==> src/sv/irfm_pkg.sv <==
// Package for the interrupt rate flow monitor.
// Event, status, phase and register codes, limits and shared types.
// No dependencies.
`default_nettype none

package irfm_pkg;

    localparam int unsigned CNT_W   = 16;
    localparam int unsigned SLOW_W  = 8;
    localparam int unsigned TIMER_W = 32;
    localparam int unsigned FAIL_W  = 4;
    localparam int unsigned CFG_IDX_W  = 3;
    localparam int unsigned CFG_DATA_W = 32;

    localparam logic [FAIL_W-1:0] FAIL_LIMIT = 4'd10;
    localparam logic [CNT_W-1:0]  WDG_WINDOW = 16'd100;

    localparam logic [1:0] CMD_FAST  = 2'd0;
    localparam logic [1:0] CMD_MID   = 2'd1;
    localparam logic [1:0] CMD_SLOW  = 2'd2;
    localparam logic [1:0] CMD_CHECK = 2'd3;

    localparam logic [2:0] ST_INIT    = 3'd0;
    localparam logic [2:0] ST_VALID   = 3'd1;
    localparam logic [2:0] ST_RANGE   = 3'd2;
    localparam logic [2:0] ST_OVF     = 3'd3;
    localparam logic [2:0] ST_LIMIT   = 3'd4;
    localparam logic [2:0] ST_INVALID = 3'd5;

    localparam logic [1:0] PH_FIRST  = 2'd0;
    localparam logic [1:0] PH_RUN    = 2'd1;
    localparam logic [1:0] PH_FAILED = 2'd2;

    localparam logic [CFG_IDX_W-1:0] REG_FAST_MIN   = 3'd0;
    localparam logic [CFG_IDX_W-1:0] REG_FAST_MAX   = 3'd1;
    localparam logic [CFG_IDX_W-1:0] REG_MID_MIN    = 3'd2;
    localparam logic [CFG_IDX_W-1:0] REG_MID_MAX    = 3'd3;
    localparam logic [CFG_IDX_W-1:0] REG_SLOW_MIN   = 3'd4;
    localparam logic [CFG_IDX_W-1:0] REG_SLOW_MAX   = 3'd5;
    localparam logic [CFG_IDX_W-1:0] REG_PERIOD_MIN = 3'd6;
    localparam logic [CFG_IDX_W-1:0] REG_PERIOD_MAX = 3'd7;

    typedef logic [1:0]            t_cmd;
    typedef logic [2:0]            t_status;
    typedef logic [FAIL_W-1:0]     t_fail;
    typedef logic [CNT_W-1:0]      t_cnt;
    typedef logic [SLOW_W-1:0]     t_slow;
    typedef logic [TIMER_W-1:0]    t_timer;
    typedef logic [CFG_IDX_W-1:0]  t_cfg_idx;
    typedef logic [CFG_DATA_W-1:0] t_cfg_data;

    typedef struct packed {
        t_cnt   fast_min;
        t_cnt   fast_max;
        t_cnt   mid_min;
        t_cnt   mid_max;
        t_slow  slow_min;
        t_slow  slow_max;
        t_timer period_min;
        t_timer period_max;
    } t_cfg;

    typedef struct packed {
        t_timer diff;
        logic   all_sat;
        logic   in_window;
    } t_chk;

endpackage

`default_nettype wire

==> src/sv/irfm_in_if.sv <==
// Event input channel of the flow monitor.
// Depends on irfm_pkg.
`default_nettype none

interface irfm_in_if;
    import irfm_pkg::*;

    logic   valid;
    logic   ready;
    t_cmd   cmd;
    t_timer timer_sample;

    modport source (output valid, output cmd, output timer_sample, input ready);
    modport sink   (input valid, input cmd, input timer_sample, output ready);
endinterface

`default_nettype wire

==> src/sv/irfm_out_if.sv <==
// Result output channel of the flow monitor.
// Depends on irfm_pkg.
`default_nettype none

interface irfm_out_if;
    import irfm_pkg::*;

    logic    valid;
    logic    ready;
    t_status status;
    logic    wdg_trigger;
    logic    halt_request;
    t_fail   failure_count;
    t_cnt    captured_fast;
    t_cnt    captured_mid;
    t_slow   captured_slow;
    t_timer  period_diff;

    modport source (output valid, output status, output wdg_trigger, output halt_request,
                    output failure_count, output captured_fast, output captured_mid,
                    output captured_slow, output period_diff, input ready);
    modport sink   (input valid, input status, input wdg_trigger, input halt_request,
                    input failure_count, input captured_fast, input captured_mid,
                    input captured_slow, input period_diff, output ready);
endinterface

`default_nettype wire

==> src/sv/irfm_cfg_if.sv <==
// Configuration write channel of the flow monitor.
// Depends on irfm_pkg.
`default_nettype none

interface irfm_cfg_if;
    import irfm_pkg::*;

    logic      valid;
    logic      ready;
    t_cfg_idx  index;
    t_cfg_data data;

    modport source (output valid, output index, output data, input ready);
    modport sink   (input valid, input index, input data, output ready);
endinterface

`default_nettype wire

==> src/sv/interrupt_rate_flow_monitor.sv <==
// Interrupt rate flow monitor: one result per event, one beat per cycle unless stalled.
// An event is decoded against the held state in the cycle it is accepted and its
// result lands in the output register in the next cycle. Input ready is high while
// the output register is empty or being drained, so the rate is set only by the
// output side's ready. Configuration writes take effect at once and are always ready.
// Depends on irfm_pkg, irfm_in_if, irfm_out_if, irfm_cfg_if and irfm_check.
`default_nettype none

module interrupt_rate_flow_monitor (
    input  wire         i_clk,
    input  wire         i_rst_n,
    irfm_in_if.sink     i_in,
    irfm_out_if.source  o_out,
    irfm_cfg_if.sink    i_cfg
);
    import irfm_pkg::*;

    t_cfg    r_cfg;
    logic [1:0] r_phase, n_phase;
    t_status r_status, n_status;
    t_fail   r_fail_cnt, n_fail_cnt;
    t_cnt    r_fast_cnt, n_fast_cnt;
    t_cnt    r_mid_cnt, n_mid_cnt;
    t_slow   r_slow_cnt, n_slow_cnt;
    t_cnt    r_fast_snap, n_fast_snap;
    t_cnt    r_mid_snap, n_mid_snap;
    t_slow   r_slow_snap, n_slow_snap;
    t_timer  r_timer_latest, n_timer_latest;
    t_timer  r_diff, n_diff;
    logic    n_trig, n_halt;

    logic    r_out_valid;
    t_status r_out_status;
    logic    r_out_trig;
    logic    r_out_halt;
    t_fail   r_out_fail;
    t_cnt    r_out_fast;
    t_cnt    r_out_mid;
    t_slow   r_out_slow;
    t_timer  r_out_diff;

    logic    w_accept;
    t_chk    w_chk;

    assign i_in.ready  = !r_out_valid || o_out.ready;
    assign w_accept    = i_in.valid && i_in.ready;
    assign i_cfg.ready = 1'b1;

    irfm_check u_check (
        .i_cfg    (r_cfg),
        .i_fast   (r_fast_cnt),
        .i_mid    (r_mid_cnt),
        .i_slow   (r_slow_cnt),
        .i_sample (i_in.timer_sample),
        .i_prev   (r_timer_latest),
        .o_chk    (w_chk)
    );

    always_ff @(posedge i_clk) begin
        if (!i_rst_n) begin
            r_cfg.fast_min   <= 16'd400;
            r_cfg.fast_max   <= 16'd935;
            r_cfg.mid_min    <= 16'd60;
            r_cfg.mid_max    <= 16'd140;
            r_cfg.slow_min   <= 8'd6;
            r_cfg.slow_max   <= 8'd14;
            r_cfg.period_min <= 32'd37500;
            r_cfg.period_max <= 32'd87500;
        end else if (i_cfg.valid && i_cfg.ready) begin
            case (i_cfg.index)
                REG_FAST_MIN:   r_cfg.fast_min   <= i_cfg.data[CNT_W-1:0];
                REG_FAST_MAX:   r_cfg.fast_max   <= i_cfg.data[CNT_W-1:0];
                REG_MID_MIN:    r_cfg.mid_min    <= i_cfg.data[CNT_W-1:0];
                REG_MID_MAX:    r_cfg.mid_max    <= i_cfg.data[CNT_W-1:0];
                REG_SLOW_MIN:   r_cfg.slow_min   <= i_cfg.data[SLOW_W-1:0];
                REG_SLOW_MAX:   r_cfg.slow_max   <= i_cfg.data[SLOW_W-1:0];
                REG_PERIOD_MIN: r_cfg.period_min <= i_cfg.data[TIMER_W-1:0];
                REG_PERIOD_MAX: r_cfg.period_max <= i_cfg.data[TIMER_W-1:0];
                default: ;
            endcase
        end
    end

    always_comb begin
        n_phase        = r_phase;
        n_status       = r_status;
        n_fail_cnt     = r_fail_cnt;
        n_fast_cnt     = r_fast_cnt;
        n_mid_cnt      = r_mid_cnt;
        n_slow_cnt     = r_slow_cnt;
        n_fast_snap    = r_fast_snap;
        n_mid_snap     = r_mid_snap;
        n_slow_snap    = r_slow_snap;
        n_timer_latest = r_timer_latest;
        n_diff         = r_diff;
        n_trig         = 1'b0;
        n_halt         = 1'b0;

        case (i_in.cmd)
            CMD_FAST: begin
                if (r_phase == PH_RUN && !(&r_fast_cnt)) begin
                    n_fast_cnt = r_fast_cnt + 16'd1;
                end
            end
            CMD_MID: begin
                // decision uses the count before this tick
                if (r_status == ST_LIMIT) begin
                    n_halt = 1'b1;
                end else if (r_mid_cnt < WDG_WINDOW) begin
                    n_trig = (r_status == ST_VALID);
                end else if (r_mid_cnt > WDG_WINDOW) begin
                    n_status = ST_INVALID;
                end
                if (r_phase == PH_RUN && !(&r_mid_cnt)) begin
                    n_mid_cnt = r_mid_cnt + 16'd1;
                end
            end
            CMD_SLOW: begin
                if (r_phase == PH_RUN && !(&r_slow_cnt)) begin
                    n_slow_cnt = r_slow_cnt + 8'd1;
                end
            end
            CMD_CHECK: begin
                case (r_phase)
                    PH_RUN: begin
                        n_timer_latest = i_in.timer_sample;
                        n_status       = ST_INIT;
                        if (r_fail_cnt == FAIL_LIMIT) begin
                            n_status = ST_LIMIT;
                            n_phase  = PH_FAILED;
                        end else if (w_chk.all_sat) begin
                            n_status   = ST_OVF;
                            n_fail_cnt = r_fail_cnt + 4'd1;
                        end else begin
                            n_fast_snap = r_fast_cnt;
                            n_mid_snap  = r_mid_cnt;
                            n_slow_snap = r_slow_cnt;
                            n_fast_cnt  = '0;
                            n_mid_cnt   = '0;
                            n_slow_cnt  = '0;
                            n_diff      = w_chk.diff;
                            if (w_chk.in_window) begin
                                n_status = ST_VALID;
                            end else begin
                                n_status   = ST_RANGE;
                                n_fail_cnt = r_fail_cnt + 4'd1;
                            end
                        end
                    end
                    PH_FIRST: begin
                        n_status       = ST_INIT;
                        n_fail_cnt     = '0;
                        n_timer_latest = i_in.timer_sample;
                    end
                    default: ;
                endcase
                if (n_status != ST_VALID && n_status != ST_LIMIT) begin
                    n_fast_cnt  = '0;
                    n_mid_cnt   = '0;
                    n_slow_cnt  = '0;
                    n_fast_snap = '0;
                    n_mid_snap  = '0;
                    n_slow_snap = '0;
                    n_phase     = PH_RUN;
                end
            end
            default: ;
        endcase
    end

    always_ff @(posedge i_clk) begin
        if (!i_rst_n) begin
            r_phase        <= PH_FIRST;
            r_status       <= ST_INIT;
            r_fail_cnt     <= '0;
            r_fast_cnt     <= '0;
            r_mid_cnt      <= '0;
            r_slow_cnt     <= '0;
            r_fast_snap    <= '0;
            r_mid_snap     <= '0;
            r_slow_snap    <= '0;
            r_timer_latest <= '0;
            r_diff         <= '0;
        end else if (w_accept) begin
            r_phase        <= n_phase;
            r_status       <= n_status;
            r_fail_cnt     <= n_fail_cnt;
            r_fast_cnt     <= n_fast_cnt;
            r_mid_cnt      <= n_mid_cnt;
            r_slow_cnt     <= n_slow_cnt;
            r_fast_snap    <= n_fast_snap;
            r_mid_snap     <= n_mid_snap;
            r_slow_snap    <= n_slow_snap;
            r_timer_latest <= n_timer_latest;
            r_diff         <= n_diff;
        end
    end

    always_ff @(posedge i_clk) begin
        if (!i_rst_n) begin
            r_out_valid <= 1'b0;
        end else if (w_accept) begin
            r_out_valid <= 1'b1;
        end else if (o_out.ready) begin
            r_out_valid <= 1'b0;
        end
    end

    always_ff @(posedge i_clk) begin
        if (w_accept) begin
            r_out_status <= n_status;
            r_out_trig   <= n_trig;
            r_out_halt   <= n_halt;
            r_out_fail   <= n_fail_cnt;
            r_out_fast   <= n_fast_snap;
            r_out_mid    <= n_mid_snap;
            r_out_slow   <= n_slow_snap;
            r_out_diff   <= n_diff;
        end
    end

    assign o_out.valid         = r_out_valid;
    assign o_out.status        = r_out_status;
    assign o_out.wdg_trigger   = r_out_trig;
    assign o_out.halt_request  = r_out_halt;
    assign o_out.failure_count = r_out_fail;
    assign o_out.captured_fast = r_out_fast;
    assign o_out.captured_mid  = r_out_mid;
    assign o_out.captured_slow = r_out_slow;
    assign o_out.period_diff   = r_out_diff;

    a_failed_holds_limit: assert property (@(posedge i_clk) disable iff (!i_rst_n)
        (r_phase == PH_FAILED) |-> (r_status == ST_LIMIT))
        else $error("failed phase without limit status");

    a_fail_cnt_bounded: assert property (@(posedge i_clk) disable iff (!i_rst_n)
        r_fail_cnt <= FAIL_LIMIT)
        else $error("failure count above limit");

    a_no_accept_on_stall: assert property (@(posedge i_clk) disable iff (!i_rst_n)
        (o_out.valid && !o_out.ready) |-> !i_in.ready)
        else $error("event taken while result stalled");

    a_accept_gives_result: assert property (@(posedge i_clk) disable iff (!i_rst_n)
        w_accept |=> o_out.valid)
        else $error("accepted event produced no result");

endmodule

`default_nettype wire

==> src/sv/irfm_check.sv <==
// Check evaluation: wrapped timer difference, saturation test and window tests.
// Depends on irfm_pkg.
`default_nettype none

module irfm_check (
    input  irfm_pkg::t_cfg   i_cfg,
    input  irfm_pkg::t_cnt   i_fast,
    input  irfm_pkg::t_cnt   i_mid,
    input  irfm_pkg::t_slow  i_slow,
    input  irfm_pkg::t_timer i_sample,
    input  irfm_pkg::t_timer i_prev,
    output irfm_pkg::t_chk   o_chk
);
    import irfm_pkg::*;

    t_timer w_diff;
    logic   w_fast_ok;
    logic   w_mid_ok;
    logic   w_slow_ok;
    logic   w_period_ok;

    // equal samples wrap to all ones
    assign w_diff = (i_sample > i_prev) ? (i_sample - i_prev) : (~i_prev + i_sample);

    assign w_fast_ok   = (i_cfg.fast_min < i_fast) && (i_fast < i_cfg.fast_max);
    assign w_mid_ok    = (i_cfg.mid_min < i_mid) && (i_mid < i_cfg.mid_max);
    assign w_slow_ok   = (i_cfg.slow_min < i_slow) && (i_slow < i_cfg.slow_max);
    assign w_period_ok = (i_cfg.period_min < w_diff) && (w_diff < i_cfg.period_max);

    assign o_chk.diff      = w_diff;
    assign o_chk.all_sat   = (&i_fast) && (&i_mid) && (&i_slow);
    assign o_chk.in_window = w_fast_ok && w_mid_ok && w_slow_ok && w_period_ok;

endmodule

`default_nettype wire
==> src/flat_wrapper.sv <==
// flat-port wrapper written by rule: the top's interface ports become plain ports
module interrupt_rate_flow_monitor_flat import irfm_pkg::*;
  (i_clk, i_rst_n, i_in_valid, i_in_cmd, i_in_timer_sample, i_in_ready, o_out_valid, o_out_status, o_out_wdg_trigger, o_out_halt_request, o_out_failure_count, o_out_captured_fast, o_out_captured_mid, o_out_captured_slow, o_out_period_diff, o_out_ready, i_cfg_valid, i_cfg_index, i_cfg_data, i_cfg_ready);
  irfm_in_if i_in_i ();
  irfm_out_if o_out_i ();
  irfm_cfg_if i_cfg_i ();
  input  wire i_clk;
  input  wire i_rst_n;
  input wire logic [$bits(i_in_i.valid)-1:0] i_in_valid;
  input wire logic [$bits(i_in_i.cmd)-1:0] i_in_cmd;
  input wire logic [$bits(i_in_i.timer_sample)-1:0] i_in_timer_sample;
  output wire logic [$bits(i_in_i.ready)-1:0] i_in_ready;
  output wire logic [$bits(o_out_i.valid)-1:0] o_out_valid;
  output wire logic [$bits(o_out_i.status)-1:0] o_out_status;
  output wire logic [$bits(o_out_i.wdg_trigger)-1:0] o_out_wdg_trigger;
  output wire logic [$bits(o_out_i.halt_request)-1:0] o_out_halt_request;
  output wire logic [$bits(o_out_i.failure_count)-1:0] o_out_failure_count;
  output wire logic [$bits(o_out_i.captured_fast)-1:0] o_out_captured_fast;
  output wire logic [$bits(o_out_i.captured_mid)-1:0] o_out_captured_mid;
  output wire logic [$bits(o_out_i.captured_slow)-1:0] o_out_captured_slow;
  output wire logic [$bits(o_out_i.period_diff)-1:0] o_out_period_diff;
  input wire logic [$bits(o_out_i.ready)-1:0] o_out_ready;
  input wire logic [$bits(i_cfg_i.valid)-1:0] i_cfg_valid;
  input wire logic [$bits(i_cfg_i.index)-1:0] i_cfg_index;
  input wire logic [$bits(i_cfg_i.data)-1:0] i_cfg_data;
  output wire logic [$bits(i_cfg_i.ready)-1:0] i_cfg_ready;
  assign i_in_i.valid = i_in_valid;
  assign i_in_i.cmd = i_in_cmd;
  assign i_in_i.timer_sample = i_in_timer_sample;
  assign i_in_ready = i_in_i.ready;
  assign o_out_valid = o_out_i.valid;
  assign o_out_status = o_out_i.status;
  assign o_out_wdg_trigger = o_out_i.wdg_trigger;
  assign o_out_halt_request = o_out_i.halt_request;
  assign o_out_failure_count = o_out_i.failure_count;
  assign o_out_captured_fast = o_out_i.captured_fast;
  assign o_out_captured_mid = o_out_i.captured_mid;
  assign o_out_captured_slow = o_out_i.captured_slow;
  assign o_out_period_diff = o_out_i.period_diff;
  assign o_out_i.ready = o_out_ready;
  assign i_cfg_i.valid = i_cfg_valid;
  assign i_cfg_i.index = i_cfg_index;
  assign i_cfg_i.data = i_cfg_data;
  assign i_cfg_ready = i_cfg_i.ready;
  interrupt_rate_flow_monitor u_core (.i_clk(i_clk), .i_rst_n(i_rst_n), .i_in(i_in_i), .o_out(o_out_i), .i_cfg(i_cfg_i));
endmodule
==> config.mk <==
export PLATFORM = sky130hd
export DESIGN_NAME = interrupt_rate_flow_monitor_flat
export DESIGN_NICKNAME = d
export VERILOG_FILES = /design/src/sv/irfm_pkg.sv /design/src/sv/irfm_in_if.sv /design/src/sv/irfm_out_if.sv /design/src/sv/irfm_cfg_if.sv /design/src/sv/interrupt_rate_flow_monitor.sv /design/src/sv/irfm_check.sv /design/src/flat_wrapper.sv
export SDC_FILE = /design/constraint.sdc
export NUM_CORES = 1
export LEC_CHECK = 0
export ABC_AREA = 1
export BUFFER_PORTS_ARGS = -buffer_cell sky130_fd_sc_hd__buf_2
export CORE_MARGIN = 2
export CORE_UTILIZATION = 28
export CTS_BUF_LIST = sky130_fd_sc_hd__clkbuf_4
export DETAILED_ROUTE_END_ITERATION = 8
export PLACE_DENSITY = 0.43
export SYNTH_ARGS = -nofsm -noshare
export SYNTH_HDL_FRONTEND = slang
export SYNTH_SLANG_ARGS = --single-unit
==> constraint.sdc <==
create_clock -name i_clk -period 15.6 [get_ports i_clk]
set_input_delay 3.9 -clock i_clk [delete_from_list [all_inputs] [get_ports i_clk]]
set_output_delay 3.9 -clock i_clk [all_outputs]
set_load 0.01 [all_outputs]
==> results.md, run 1 <==
- The tool flagged a number of max-cap violations equal to 0.
- The sort of element at the start of the critical path is an input pin.
- The fraction of power spent switching nets is 32.15%.
- The clock sink total is 379.
- The sequential element share of the synthesized area is 38.98%.
- The number of warnings reported in the yosys synthesis log is 0.
- The internal portion of total power is 0.001740 W.
- The summed negative setup slack over all endpoints is 0 ps.
- The fraction of layout instances using a drive strength above 1 is 12.60%.
- The number of antenna violations at the first check in global routing is 5.
- The post-CTS setup buffer count is 0.
- Sorting the synthesized cells by area gives the leading types as sky130_fd_sc_hd__dfxtp_1 28%, sky130_fd_sc_hd__edfxtp_1 11%, sky130_fd_sc_hd__ha_1 9.8%.
- Setup repair after global routing left no endpoint under its margin.
- The routed design could run at a clock period as short as 9682 ps.
- STA puts the critical path data required time at 16380 ps.
- The number of ports placed on the die boundary is 158.
- In the synthesized netlist, the cells that appear most often are 473 x sky130_fd_sc_hd__nand2_1, 424 x sky130_fd_sc_hd__inv_1, 332 x sky130_fd_sc_hd__nor2_1.
- The first global-routing pass estimated 109800 µm of wire.
- The count of distinct cell types in the synthesized netlist is 51.
- Hold repair after CTS inserted 0 buffers.
- The number of global-route vias before repair was 19470.
- The peak clock frequency supported by timing is 103.3 MHz.
- The number of instances on the worst hold path is 2.
- The synthesized design contains 379 register bits.
- The worst hold-check path type is reg -> reg.
- The average instance in the mapped netlist occupies 7.351 µm².
- Data on the critical path arrives at its endpoint at 10460 ps.
- The cell sitting at the root of the clock tree is a sky130_fd_sc_hd__clkbuf_4.
- The later pin in the worst-skew pair is clocked with a latency of 930 ps.
- The maximum count of clock buffers along a single path is 3.
- The number of gates resized after CTS is 0.
- Clock tree synthesis inserted a total of 111 buffers.
- The critical path capture point type is a register.
- The net count of the mapped netlist is 3176.
- In this run the vertical extent of the chip is 281.4 µm.
- Setup violations remaining at the end of the flow were counted as 0.
- The aggregate global-route resource usage is 18.00%.
- The cell type of the slowest stage on the worst timing path is sky130_fd_sc_hd__inv_2.
- The vias per cell is 4.693.
- In this run the power density over the cells is 103.7 nW/µm².
- The most numerous cell in the Yosys netlist is sky130_fd_sc_hd__nand2_1.
- In the synthesized netlist the dominant register cell turns out to be sky130_fd_sc_hd__dfxtp_1.
- The clock-pin slew on the worst setup and hold paths is 60 ps.
- The count of port buffers added during placement is 156.
- The post-synth design cell area is 21540 µm².
- The worst slack on hold paths is 456.1 ps.
- The detailed-placement wirelength estimate is 53180 µm.
- Along the worst path, the maximum fanout reaches 44.
- The total core area is 76080 µm².
- Summed over all layers, the routed wires come to 71800 µm.
- The area enclosed by the die boundary is 79180 µm².
- The count of H-tree levels built during CTS is 3.
- The placement row count is 101.
- The flow ran to the end, and the final reports show no timing, DRC or antenna violations.
- The switching power of the nets is 0.0008248 W.
- The average wire per cell in the routed design is 17.03 µm.
- Of all flip-flops after synthesis, the portion carrying an async set or reset was 0%.
- Global routing finished with a remaining overflow of 0.
- The number of failing hold endpoints at the final stage is 0.
- The area growth from synthesis to layout is 14.80%.
- For the final database, setup skew stands at 132.8 ps.
- Yosys mapped a number of flops with a built-in enable equal to 81.
- The slew at the pin closest to its max-slew limit is 1101 ps.
- Per report_power, the clock group accounts for 38.9% of the total.
- The largest vdd supply drop is 47.58 µV.
- Entering global routing, the biggest net connects 84 pins.
- The net count of the finished layout is 3331.
- In this run the tightest slew margin relative to its limit is 26.57%.
- The cell occurring most often along the worst timing path is sky130_fd_sc_hd__nand2_1.
- For this run, the detailed router's first-pass iteration total came to 5.
- The count of nets left with antenna violations once routing finished came out at 0.
- The depth of the worst register-to-register path is 38.
- The worst path uses 62.07% of the clock period.
- The violation count after the first detailed-route iteration is 1161.
- The largest single stage delay on the critical path is 530 ps.
- The max-slew violation total from the final report is 0.
- The via count of the routed design is 19790.
- The share of total power dissipated in combinational logic is 19.3%.
- The design draws 0.002565 W.
- The leading area contributor after synthesis is sky130_fd_sc_hd__dfxtp_1.
- Summed over all cells, the static leakage comes to 11.20 nW.
- TritonCTS built the clock tree.
- After technology mapping, the gate count stands at 2931.
- The initial utilization of the core area, before any placement, comes to 28.32%.
- The detailed-route DRC error count is 0.
- After synthesis, the largest area contributor takes up 27.69% of total cell area.
- The share of total power dissipated in sequential elements is 41.9%.
- The congestion estimate from routability-driven global placement came to 0.9001.
- The floorplan step set the die width to 281.4 µm.
- The critical path is of the in -> reg type.
- Fill cells in the final layout number 8377.
-- worst max-delay path: cells and delay by family --
family          cells  cell delay (ps)
compound gates      7             1160
xor+xnor            1              390
fa+ha+maj           3              880
buf+inv             6              970
simple gates       27             3130
-- layer usage --
layer  vias up  share of wire [%]  wire length (µm)  global-route usage, %
li1      10100                  -                 -                      -
met1      9113                 43             31040                  21.85
met2       440                 48             34800                  31.26
met3       133                4.5              3247                  3.199
met4         0                3.8              2713                  7.515
met5         -                  0                 0                      0
-- metrics by stage --
step / instances / setup WS [ps] / cell area (µm²) / utilization, %
after floorplan: 2931 / 6843 / 21540 / -
after global placement: 4003 / 5189 / 23200 / 30.50
after detailed placement: 4003 / 5055 / 23200 / 30.50
after CTS: 4213 / 6043 / 24720 / 32.50
after global routing: 4216 / 5147 / 24730 / 32.51
final: 4217 / 5918 / 24730 / 32.51
-- cell families after synthesis --
logic type	synth area share, %
XOR/XNOR	2.846
adder cells (fa/ha/maj)	10.00
other	0.01741
AO/OA/AOI/OAI	18.03
AND/OR/NAND/NOR	19.94
buffers and inverters	10.18
flip-flops	38.98
-- cell type report --
class,instances,area (µm²),area share (%)
antenna,4,10.01,0.04047
clock buffer,170,1276,5.160
clock inverter,40,244.0,0.9864
inverter,435,1638,6.622
multi-input combinational,1987,10980,44.37
sequential,379,8398,33.95
tap,1030,1289,5.210
timing repair buffer,172,903.4,3.652
-- power by group through the flow --
stage / combinational (W) / clock (W) / sequential (W)
after floorplan: 0.000312 / 0 / 0.00110
after global placement: 0.000494 / 0 / 0.00109
after detailed placement: 0.000500 / 0 / 0.00110
after CTS: 0.000502 / 0.00104 / 0.00107
after global routing: 0.000562 / 0.00109 / 0.00108
final: 0.000495 / 0.000997 / 0.00107
-- state kept, by name (all words and copies together), names as in the netlist, 2 cells and up --
name / count
u_core.r_mid_cnt: 16
u_core.o_out.captured_slow: 8
u_core.o_out.captured_fast: 16
u_core.o_out.status: 3
u_core.r_fast_snap: 16
u_core.o_out.failure_count: 4
u_core.o_out.period_diff: 32
u_core.o_out.captured_mid: 16
u_core.r_mid_snap: 16
u_core.r_cfg: 144
u_core.r_fail_cnt: 4
u_core.r_slow_cnt: 8
u_core.r_status: 3
u_core.r_fast_cnt: 16
u_core.r_slow_snap: 8
u_core.r_diff: 32
u_core.r_timer_latest: 32
u_core.r_phase: 2
-- cells in the final DEF, fill, tap and decap left out, types with 3 or more instances in the layout --
cell type	count
sky130_fd_sc_hd__buf_4	17
sky130_fd_sc_hd__nand3_1	74
sky130_fd_sc_hd__o31ai_1	6
sky130_fd_sc_hd__o21ai_1	19
sky130_fd_sc_hd__o21a_1	5
sky130_fd_sc_hd__o221ai_1	5
sky130_fd_sc_hd__o21bai_1	4
sky130_fd_sc_hd__a31oi_1	6
sky130_fd_sc_hd__nand3_2	4
sky130_fd_sc_hd__edfxtp_1	81
sky130_fd_sc_hd__nand2_1	470
sky130_fd_sc_hd__dfxtp_1	298
sky130_fd_sc_hd__clkbuf_4	170
sky130_fd_sc_hd__inv_1	422
sky130_fd_sc_hd__nor3_1	34
sky130_fd_sc_hd__nand2_2	9
sky130_fd_sc_hd__a21oi_2	6
sky130_fd_sc_hd__clkinv_2	7
sky130_fd_sc_hd__nor4_1	15
sky130_fd_sc_hd__diode_2	4
sky130_fd_sc_hd__a211oi_1	7
sky130_fd_sc_hd__o211ai_1	19
sky130_fd_sc_hd__nand4_1	65
sky130_fd_sc_hd__nor2_2	3
sky130_fd_sc_hd__inv_6	4
sky130_fd_sc_hd__nor3b_1	4
sky130_fd_sc_hd__o22ai_1	42
sky130_fd_sc_hd__nor2_4	3
sky130_fd_sc_hd__a21o_1	4
sky130_fd_sc_hd__nor2_1	330
sky130_fd_sc_hd__clkinv_1	29
sky130_fd_sc_hd__nand2_4	3
sky130_fd_sc_hd__inv_2	8
sky130_fd_sc_hd__buf_2	155
sky130_fd_sc_hd__ha_1	169
sky130_fd_sc_hd__xor2_1	68
sky130_fd_sc_hd__o21ai_0	303
sky130_fd_sc_hd__a21oi_1	287
-- final timing paths --
kind	from	endpoint	slack (ps)
worst max-delay path	i_in_timer_sample[0]	u_core.r_fast_cnt[14]$_SDFFE_PN0P_	5920
worst min-delay path	u_core.r_timer_latest[18]$_SDFFE_PN0P_	u_core.r_timer_latest[18]$_SDFFE_PN0P_	460
worst max register to register	u_core.r_timer_latest[24]$_SDFFE_PN0P_	u_core.r_fast_cnt[14]$_SDFFE_PN0P_	8700
worst min register to register	u_core.r_timer_latest[18]$_SDFFE_PN0P_	u_core.r_timer_latest[18]$_SDFFE_PN0P_	460
(Power assumes the default switching activity.)
==> run 2: changes to the inputs <==
Settings changed: PLACE_DENSITY 0.43 to 0.45.
Clock period 15.6 ns to 8.6 ns, I/O delays scaled along.
==> run 2 against run 1 <==
Effect of this change: flip-flop and latch count stayed put; global-route usage is 0.41 points lower; clock power is 79% higher; setup slack worse by 4900 ps; utilization is 0.12 points higher; power is 81% higher; clock skew is 31 ps lower; sequential power is 82% higher; cell count is 0.31% higher; die area stayed put; register-to-register slack worse by 6600 ps; non-clock buffer count is 16 higher; largest cell class unchanged.
==> results.md, run 2 (synthesized netlist as in run 1, its figures left out) <==
- The footprint of the flip-flops and latches came to 8398 µm² (unchanged).
- The static power due to leakage is 11.27 nW (+0.58%).
- The total of fill cells in the finished design was 8468 (+1.1%).
- In the layout the commonest cells are 470 x sky130_fd_sc_hd__nand2_1, 422 x sky130_fd_sc_hd__inv_1, 330 x sky130_fd_sc_hd__nor2_1, 303 x sky130_fd_sc_hd__o21ai_0, 298 x sky130_fd_sc_hd__dfxtp_1.
- The wire length on met2 is 33420 µm (-4.0%).
- The number of global-route vias before repair came to 18470 (-5.1%).
- The total setup violations reported at the end of the flow is 0 (unchanged).
- The final wirelength is 69960 µm (-2.6%).
- In the finished design, the share of the clock period the worst path needs comes to 88.05%.
- Setup repair after global routing left no endpoint under its margin.
- The number of nets in the finished design came to 3346 (+0.45%).
- The detailed-placement wirelength estimate is 50800 µm (-4.5%).
- The slew at the pin closest to its max-slew limit is 1162 ps (+60.66 ps).
- The number of ports placed on the die boundary came to 158 (unchanged).
- The biggest fanout along the worst timing path is 22 (-50%).
- The depth of the worst register-to-register path is 43 (+13%).
- The flow ran to the end, and the final reports show no timing, DRC or antenna violations.
- The register-to-register path setup slack is 2100 ps (-6600 ps).
- The number of antenna violations at the first check in global routing came to 2 (-3).
- The number of buffers added by the clock tree synthesis step is 110 (-0.90%).
- The setup path with the least slack is of type in -> reg.
- The flip-flop count of the largest register after layout was 144 (unchanged).
- The fraction of layout instances using a drive strength above 1 is 13.21% (+0.61 points).
- The routed length on met3 is 2695 µm (-17%).
- The count of H-tree levels built during CTS is 3 (unchanged).
- The highest cell delay on the worst timing path was 450 ps (-80 ps).
- The post-CTS setup buffer count is 0 (unchanged).
- u_core.r_cfg holds more flip-flops than any other register.
- The count of TritonRoute iterations in the first routing pass came to 5 (unchanged).
- The via count of the routed design is 19400 (-2.0%).
- The total overflow reported by the global router is 0 (unchanged).
- TritonCTS built the clock tree.
- The cell occurring most often along the worst timing path is sky130_fd_sc_hd__nand2_1.
- The endpoint identified for the worst register-to-register timing path is u_core.r_slow_cnt[5]$_SDFFE_PN0P_.
- The worst setup path is launched from an input pin.
- For this design, the slowest cell found on the critical path is sky130_fd_sc_hd__fa_1.
- The worst min-delay path endpoint is u_core.r_phase[0]$_SDFFE_PN0P_.
- The summed negative setup slack over all endpoints came to 0 ps (unchanged).
- The remaining number of nets flagged by the antenna check after routing came to 0 (unchanged).
- The number of gates resized after CTS was 0 (unchanged).
- The worst endpoint required time was 9310 ps (-7070 ps).
- The die height is 281.4 µm (unchanged).
- The starting density of the core is 28.32% (unchanged).
- The number of instances on the worst hold path came to 2 (unchanged).
- The vias per cell is 4.586 (-2.3%).
- The area enclosed by the die boundary is 79180 µm² (unchanged).
- The number of hold buffers added after cts is 0 (unchanged).
- The final clock skew was 102.2 ps (-30.66 ps).
- The max-slew violation total from the final report is 0 (unchanged).
- The area occupied by multi-input gates is 10980 µm² (unchanged).
- The peak clock frequency supported by timing is 132.1 MHz.
- The worst hold-check path type is reg -> reg.
- The aggregate global-route resource usage came to 17.59% (-0.41 points).
- The die span in x was 281.4 µm (unchanged).
- The launch point of the worst reg-to-reg path is u_core.r_timer_latest[0]$_SDFFE_PN0P_.
- The routed length on met1 is 32560 µm (+4.9%).
- The average wire per cell in the routed design is 16.54 µm (-2.9%).
- The highest metal layer carrying signal wires in the routed design is met4.
- The count of port buffers added during placement is 156 (unchanged).
- The startpoint of the worst hold path is u_core.r_phase[0]$_SDFFE_PN0P_.
- The clock sink total came to 379 (unchanged).
- The arrival time at the worst endpoint was 8280 ps (-2180 ps).
- The most common cell after layout, fill and taps aside is sky130_fd_sc_hd__nand2_1.
- The maximum count of clock buffers along a single path is 3 (unchanged).
- STA classifies the critical path endpoint as a register.
- The source-to-sink clock delay at the later pin of the worst-skew pair is 930 ps (about the same).
- The maximum number of pins on one net before global-route repair was 100 (+19%).
- The placement row count was 101 (unchanged).
- The total core area is 76080 µm² (unchanged).
- The remaining max-slew budget at the tightest pin is 22.45% (-4.1 points).
- The global-route wire length before repair came to 108000 µm (-1.7%).
- The violation count after the first detailed-route iteration is 1063 (-8.4%).
- The core occupancy in the finished layout is 32.63% (+0.12 points).
- From synthesis to final layout, the design area changed by 15.21%.
- The number of max-cap violations came to 0 (unchanged).
- The shortest clock period the worst path allows after layout is 7572 ps.
- The detailed-route DRC error count is 0 (unchanged).
- The power density of the placed cells is 186.6 nW/µm² (+80%).
- The number of failing hold endpoints at the final stage is 0 (unchanged).
- The largest vdd supply drop is 77.42 µV (+63%).
- The routability-driven placement congestion ratio came to 0.8726 (-3.1%).
- The cell sitting at the root of the clock tree is a sky130_fd_sc_hd__clkbuf_4.
- The clock-pin slew on the worst setup and hold paths is 60 ps (about the same).
==> run 2: power breakdown <==
part,switching [W],leakage [nW],internal [W]
Clock,0.000842,0.888,0.000938
Combinational,0.000615,7.13,0.000290
Sequential,0.0000324,3.25,0.00191
==> run 2: final cells by class <==
type | count | area share (%)
Multi-Input combinational cell | 1987 | 44.22
Inverter | 435 | 6.598
Sequential cell | 379 | 33.83
Clock inverter | 27 | 0.5394
Antenna cell | 6 | 0.06049
Timing Repair Buffer | 188 | 4.174
Clock buffer | 178 | 5.384
Tap cell | 1030 | 5.192
==> run 2: critical path: cells and delay by family <==
kind | cells | cell delay [ps]
and+or+nand+nor | 27 | 2920
xor gates and xnor gates | 1 | 300
buffers and inverters | 7 | 930
adders and majority gates | 3 | 870
AOI/OAI and AO/OA | 7 | 1060
==> run 2: worst max path at each step <==
stage / from / to / slack (ps) / depth (start not counted)
CTS: i_in_timer_sample[0] / u_core.r_slow_cnt[5]$_SDFFE_PN0P_ / 1160 / 45
global route: i_in_timer_sample[0] / u_core.r_slow_cnt[4]$_SDFFE_PN0P_ / 370 / 45
floorplan: i_in_timer_sample[0] / u_core.r_mid_cnt[13]$_SDFFE_PN0P_ / 1590 / 42
global placement: i_in_timer_sample[0] / u_core.r_slow_cnt[5]$_SDFFE_PN0P_ / 230 / 45
finish: i_in_timer_sample[0] / u_core.r_slow_cnt[5]$_SDFFE_PN0P_ / 1030 / 45
detailed placement: i_in_timer_sample[0] / u_core.r_fast_cnt[11]$_SDFFE_PN0P_ / 200 / 44
==> run 2: metal layers <==
layer  up-vias  track usage [%]
li1      10150                -
met1      8783            22.85
met2       365            29.83
met3        97            3.033
met4         0            5.060
met5         -                0
==> run 2: stage by stage <==
| stage | total power [W] | cell area [µm²] | worst slack (ps) | hold slack, ps | cells |
|---|---|---|---|---|---|
| floorplan | 0.002562 | 21540 | 1593 | 428.0 | 2931 |
| global placement | 0.002901 | 23340 | 231.2 | 445.0 | 4019 |
| detailed placement | 0.002899 | 23340 | 200.0 | 443.3 | 4019 |
| CTS | 0.004723 | 24810 | 1159 | 452.6 | 4224 |
| global route | 0.004948 | 24820 | 375.0 | 473.2 | 4229 |
| finish | 0.004631 | 24820 | 1028 | 450.4 | 4230 |
==> run 3: changes to the inputs <==
Settings changed: MAX_ROUTING_LAYER set to met4.
==> run 3 against run 2 <==
Effect of this change: critical path depth unchanged; via count about the same; setup slack improved by 16 ps; power about the same; clock power about the same; combinational power barely moved.
==> results.md, run 3 (synthesized netlist as in run 1, its figures left out) <==
- The biggest fanout along the worst timing path is 22 (unchanged).
- The arrival time at the worst endpoint came to 8260 ps (-20 ps).
- The most common cell after layout, fill and taps aside is sky130_fd_sc_hd__nand2_1.
- The shortest clock period the worst path allows after layout was 7556 ps (-16.09 ps).
- The flow ran to the end, and the final reports show no timing, DRC or antenna violations.
- By startpoint and endpoint, the worst setup path is classified as in -> reg.
- The worst endpoint required time is 9300 ps (about the same).
- The summed negative setup slack over all endpoints is 0 ps (unchanged).
- The remaining max-slew budget at the tightest pin came to 22.84% (+0.39 points).
- The violation count after the first detailed-route iteration is 999 (-6.0%).
- The number of buffers added by the clock tree synthesis step is 110 (unchanged).
- The power share of the sequential group was 42.0% (about the same).
- The worst setup path is launched from an input pin.
- The total setup violations reported at the end of the flow came to 0 (unchanged).
- The total of fill cells in the finished design was 8466 (-0.024%).
- The largest vdd supply drop came to 77.44 µV (about the same).
- The ratio of final minimum period to clock period is 87.86% (-0.19 points).
- The highest cell delay on the worst timing path is 450 ps (about the same).
- The internal portion of total power is 0.003142 W (about the same).
- In this run the most critical hold path is launched from u_core.r_phase[0]$_SDFFE_PN0P_.
- The fraction of power spent switching nets is 32.17% (about the same).
- The number of hold buffers added after cts came to 0 (unchanged).
- The number of global-route vias before repair is 18450 (-0.081%).
- The placement row count is 101 (unchanged).
- The number of ports placed on the die boundary is 158 (unchanged).
- The starting density of the core came to 28.32% (unchanged).
- The number of failing hold endpoints at the final stage came to 0 (unchanged).
- The fraction of layout instances using a drive strength above 1 is 13.21% (unchanged).
- The via count of the routed design was 19380 (-0.067%).
- The total overflow reported by the global router is 0 (unchanged).
- The clock sink total came to 379 (unchanged).
- The average wire per cell in the routed design came to 16.52 µm (-0.12%).
- The flip-flop count of the largest register after layout was 144 (unchanged).
- The detailed-route DRC error count is 0 (unchanged).
- The max-slew violation total from the final report is 0 (unchanged).
- The post-CTS setup buffer count is 0 (unchanged).
- The source-to-sink clock delay at the later pin of the worst-skew pair was 920 ps (about the same).
- The final clock skew is 99.94 ps (-2.245 ps).
- The clock network fraction of design power is 38.4% (about the same).
- TritonCTS built the clock tree.
- The switching power of the nets was 0.001490 W (about the same).
- STA classifies the critical path endpoint as a register.
- The global-route wire length before repair is 108000 µm (about the same).
- The critical path starts at i_in_timer_sample[0].
- The aggregate global-route resource usage was 18.11% (+0.52 points).
- Counting flops per register, the top entry is u_core.r_cfg.
- Setup repair after global routing left no endpoint under its margin.
- The slew at the pin closest to its max-slew limit is 1156 ps (-5.834 ps).
- The final wirelength is 69820 µm (-0.19%).
- The count of TritonRoute iterations in the first routing pass is 5 (unchanged).
- The detailed-placement wirelength estimate is 50800 µm (unchanged).
- The die span in x came to 281.4 µm (unchanged).
- The remaining number of nets flagged by the antenna check after routing is 0 (unchanged).
- The number of antenna violations at the first check in global routing came to 2 (unchanged).
- The area enclosed by the die boundary is 79180 µm² (unchanged).
- The vias per cell came to 4.586 (about the same).
- The number of gates resized after CTS is 0 (unchanged).
- The number of nets in the finished design is 3346 (unchanged).
- The die height was 281.4 µm (unchanged).
- The total core area is 76080 µm² (unchanged).
- The maximum number of pins on one net before global-route repair is 100 (unchanged).
- The cell at the root of the clock tree is sky130_fd_sc_hd__clkbuf_4.
- The largest individual stage delay along the critical path comes from the cell sky130_fd_sc_hd__fa_1.
- In this run the critical register-to-register path is launched from u_core.r_timer_latest[0]$_SDFFE_PN0P_.
- The wire length on met2 is 33380 µm (-0.14%).
- The top routing layer in use is met4.
- The cell that appears most often on the critical path is sky130_fd_sc_hd__nand2_1.
- The maximum count of clock buffers along a single path came to 3 (unchanged).
- The growth of design area from synthesis to finish is 15.18% (about the same).
- The routed length on met1 is 32700 µm (+0.42%).
- The worst hold path belongs to the class reg -> reg.
- The static power due to leakage is 11.27 nW (unchanged).
- The routed length on met3 is 2513 µm (-6.8%).
- The routability-driven placement congestion ratio was 0.8869 (+1.6%).
- The library cells used most frequently in the layout, excluding fill and tap cells, are 470 x sky130_fd_sc_hd__nand2_1, 422 x sky130_fd_sc_hd__inv_1, 330 x sky130_fd_sc_hd__nor2_1, 303 x sky130_fd_sc_hd__o21ai_0, 298 x sky130_fd_sc_hd__dfxtp_1.
- The number of max-cap violations was 0 (unchanged).
- The power density of the placed cells is 186.7 nW/µm² (about the same).
- The core occupancy in the finished layout is 32.62% (about the same).
- The peak clock frequency supported by timing is 132.3 MHz (+0.21%).
- The combinational share of power is 19.6% (about the same).
- The count of H-tree levels built during CTS came to 3 (unchanged).
- The count of port buffers added during placement is 156 (unchanged).
- The clock-pin slew on the worst setup and hold paths is 60 ps (about the same).
-- run 3: worst max-delay path: cells and delay by family --
family                     cells  cell delay (ps)
AOI/OAI and AO/OA              7             1060
xor gates and xnor gates       1              310
buffers and inverters          7              920
adders and majority gates      3              880
and+or+nand+nor               27             2900
-- run 3: final timing paths --
check | cells after the start | slack [ps] | endpoint
hold / removal | 2 | 450 | u_core.r_phase[0]$_SDFFE_PN0P_
hold reg to reg | 2 | 450 | u_core.r_phase[0]$_SDFFE_PN0P_
setup reg to reg | 43 | 2110 | u_core.r_slow_cnt[5]$_SDFFE_PN0P_
setup / recovery | 45 | 1040 | u_core.r_slow_cnt[5]$_SDFFE_PN0P_
-- run 3: power by group through the flow --
| stage | Clock (W) | Sequential [W] | Combinational, W |
|---|---|---|---|
| finish | 0.00178 | 0.00195 | 0.000906 |
| global route | 0.00197 | 0.00195 | 0.00103 |
| CTS | 0.00186 | 0.00195 | 0.000917 |
| detailed placement | 0 | 0.00199 | 0.000913 |
| global placement | 0 | 0.00199 | 0.000915 |
| floorplan | 0 | 0.00200 | 0.000567 |
-- run 3: final cells by class --
class	count	area, µm²	area share [%]
antenna	3	7.507	0.03025
clock buffer	178	1336	5.385
clock inverter	27	133.9	0.5395
inverter	435	1638	6.600
multi-input combinational	1987	10980	44.23
sequential	379	8398	33.84
tap	1030	1289	5.194
timing repair buffer	188	1036	4.175
-- run 3: per-stage QoR --
step	cells	setup slack, ps	total power (W)	cell area [µm²]	hold WS [ps]
after floorplan	2931	1593	0.002562	21540	428.0
after global placement	4019	231.2	0.002901	23340	445.0
after detailed placement	4019	200.0	0.002899	23340	443.3
after CTS	4224	1159	0.004723	24810	452.6
after global routing	4227	358.2	0.004946	24810	473.2
final	4227	1044	0.004632	24810	451.5
-- run 3: routing by layer --
| layer | vias to the layer above | GRT usage [%] |
|---|---|---|
| li1 | 10140 | - |
| met3 | 90 | 3.016 |
| met5 | - | - |
| met2 | 335 | 29.84 |
| met4 | 0 | 5.046 |
| met1 | 8816 | 22.85 |
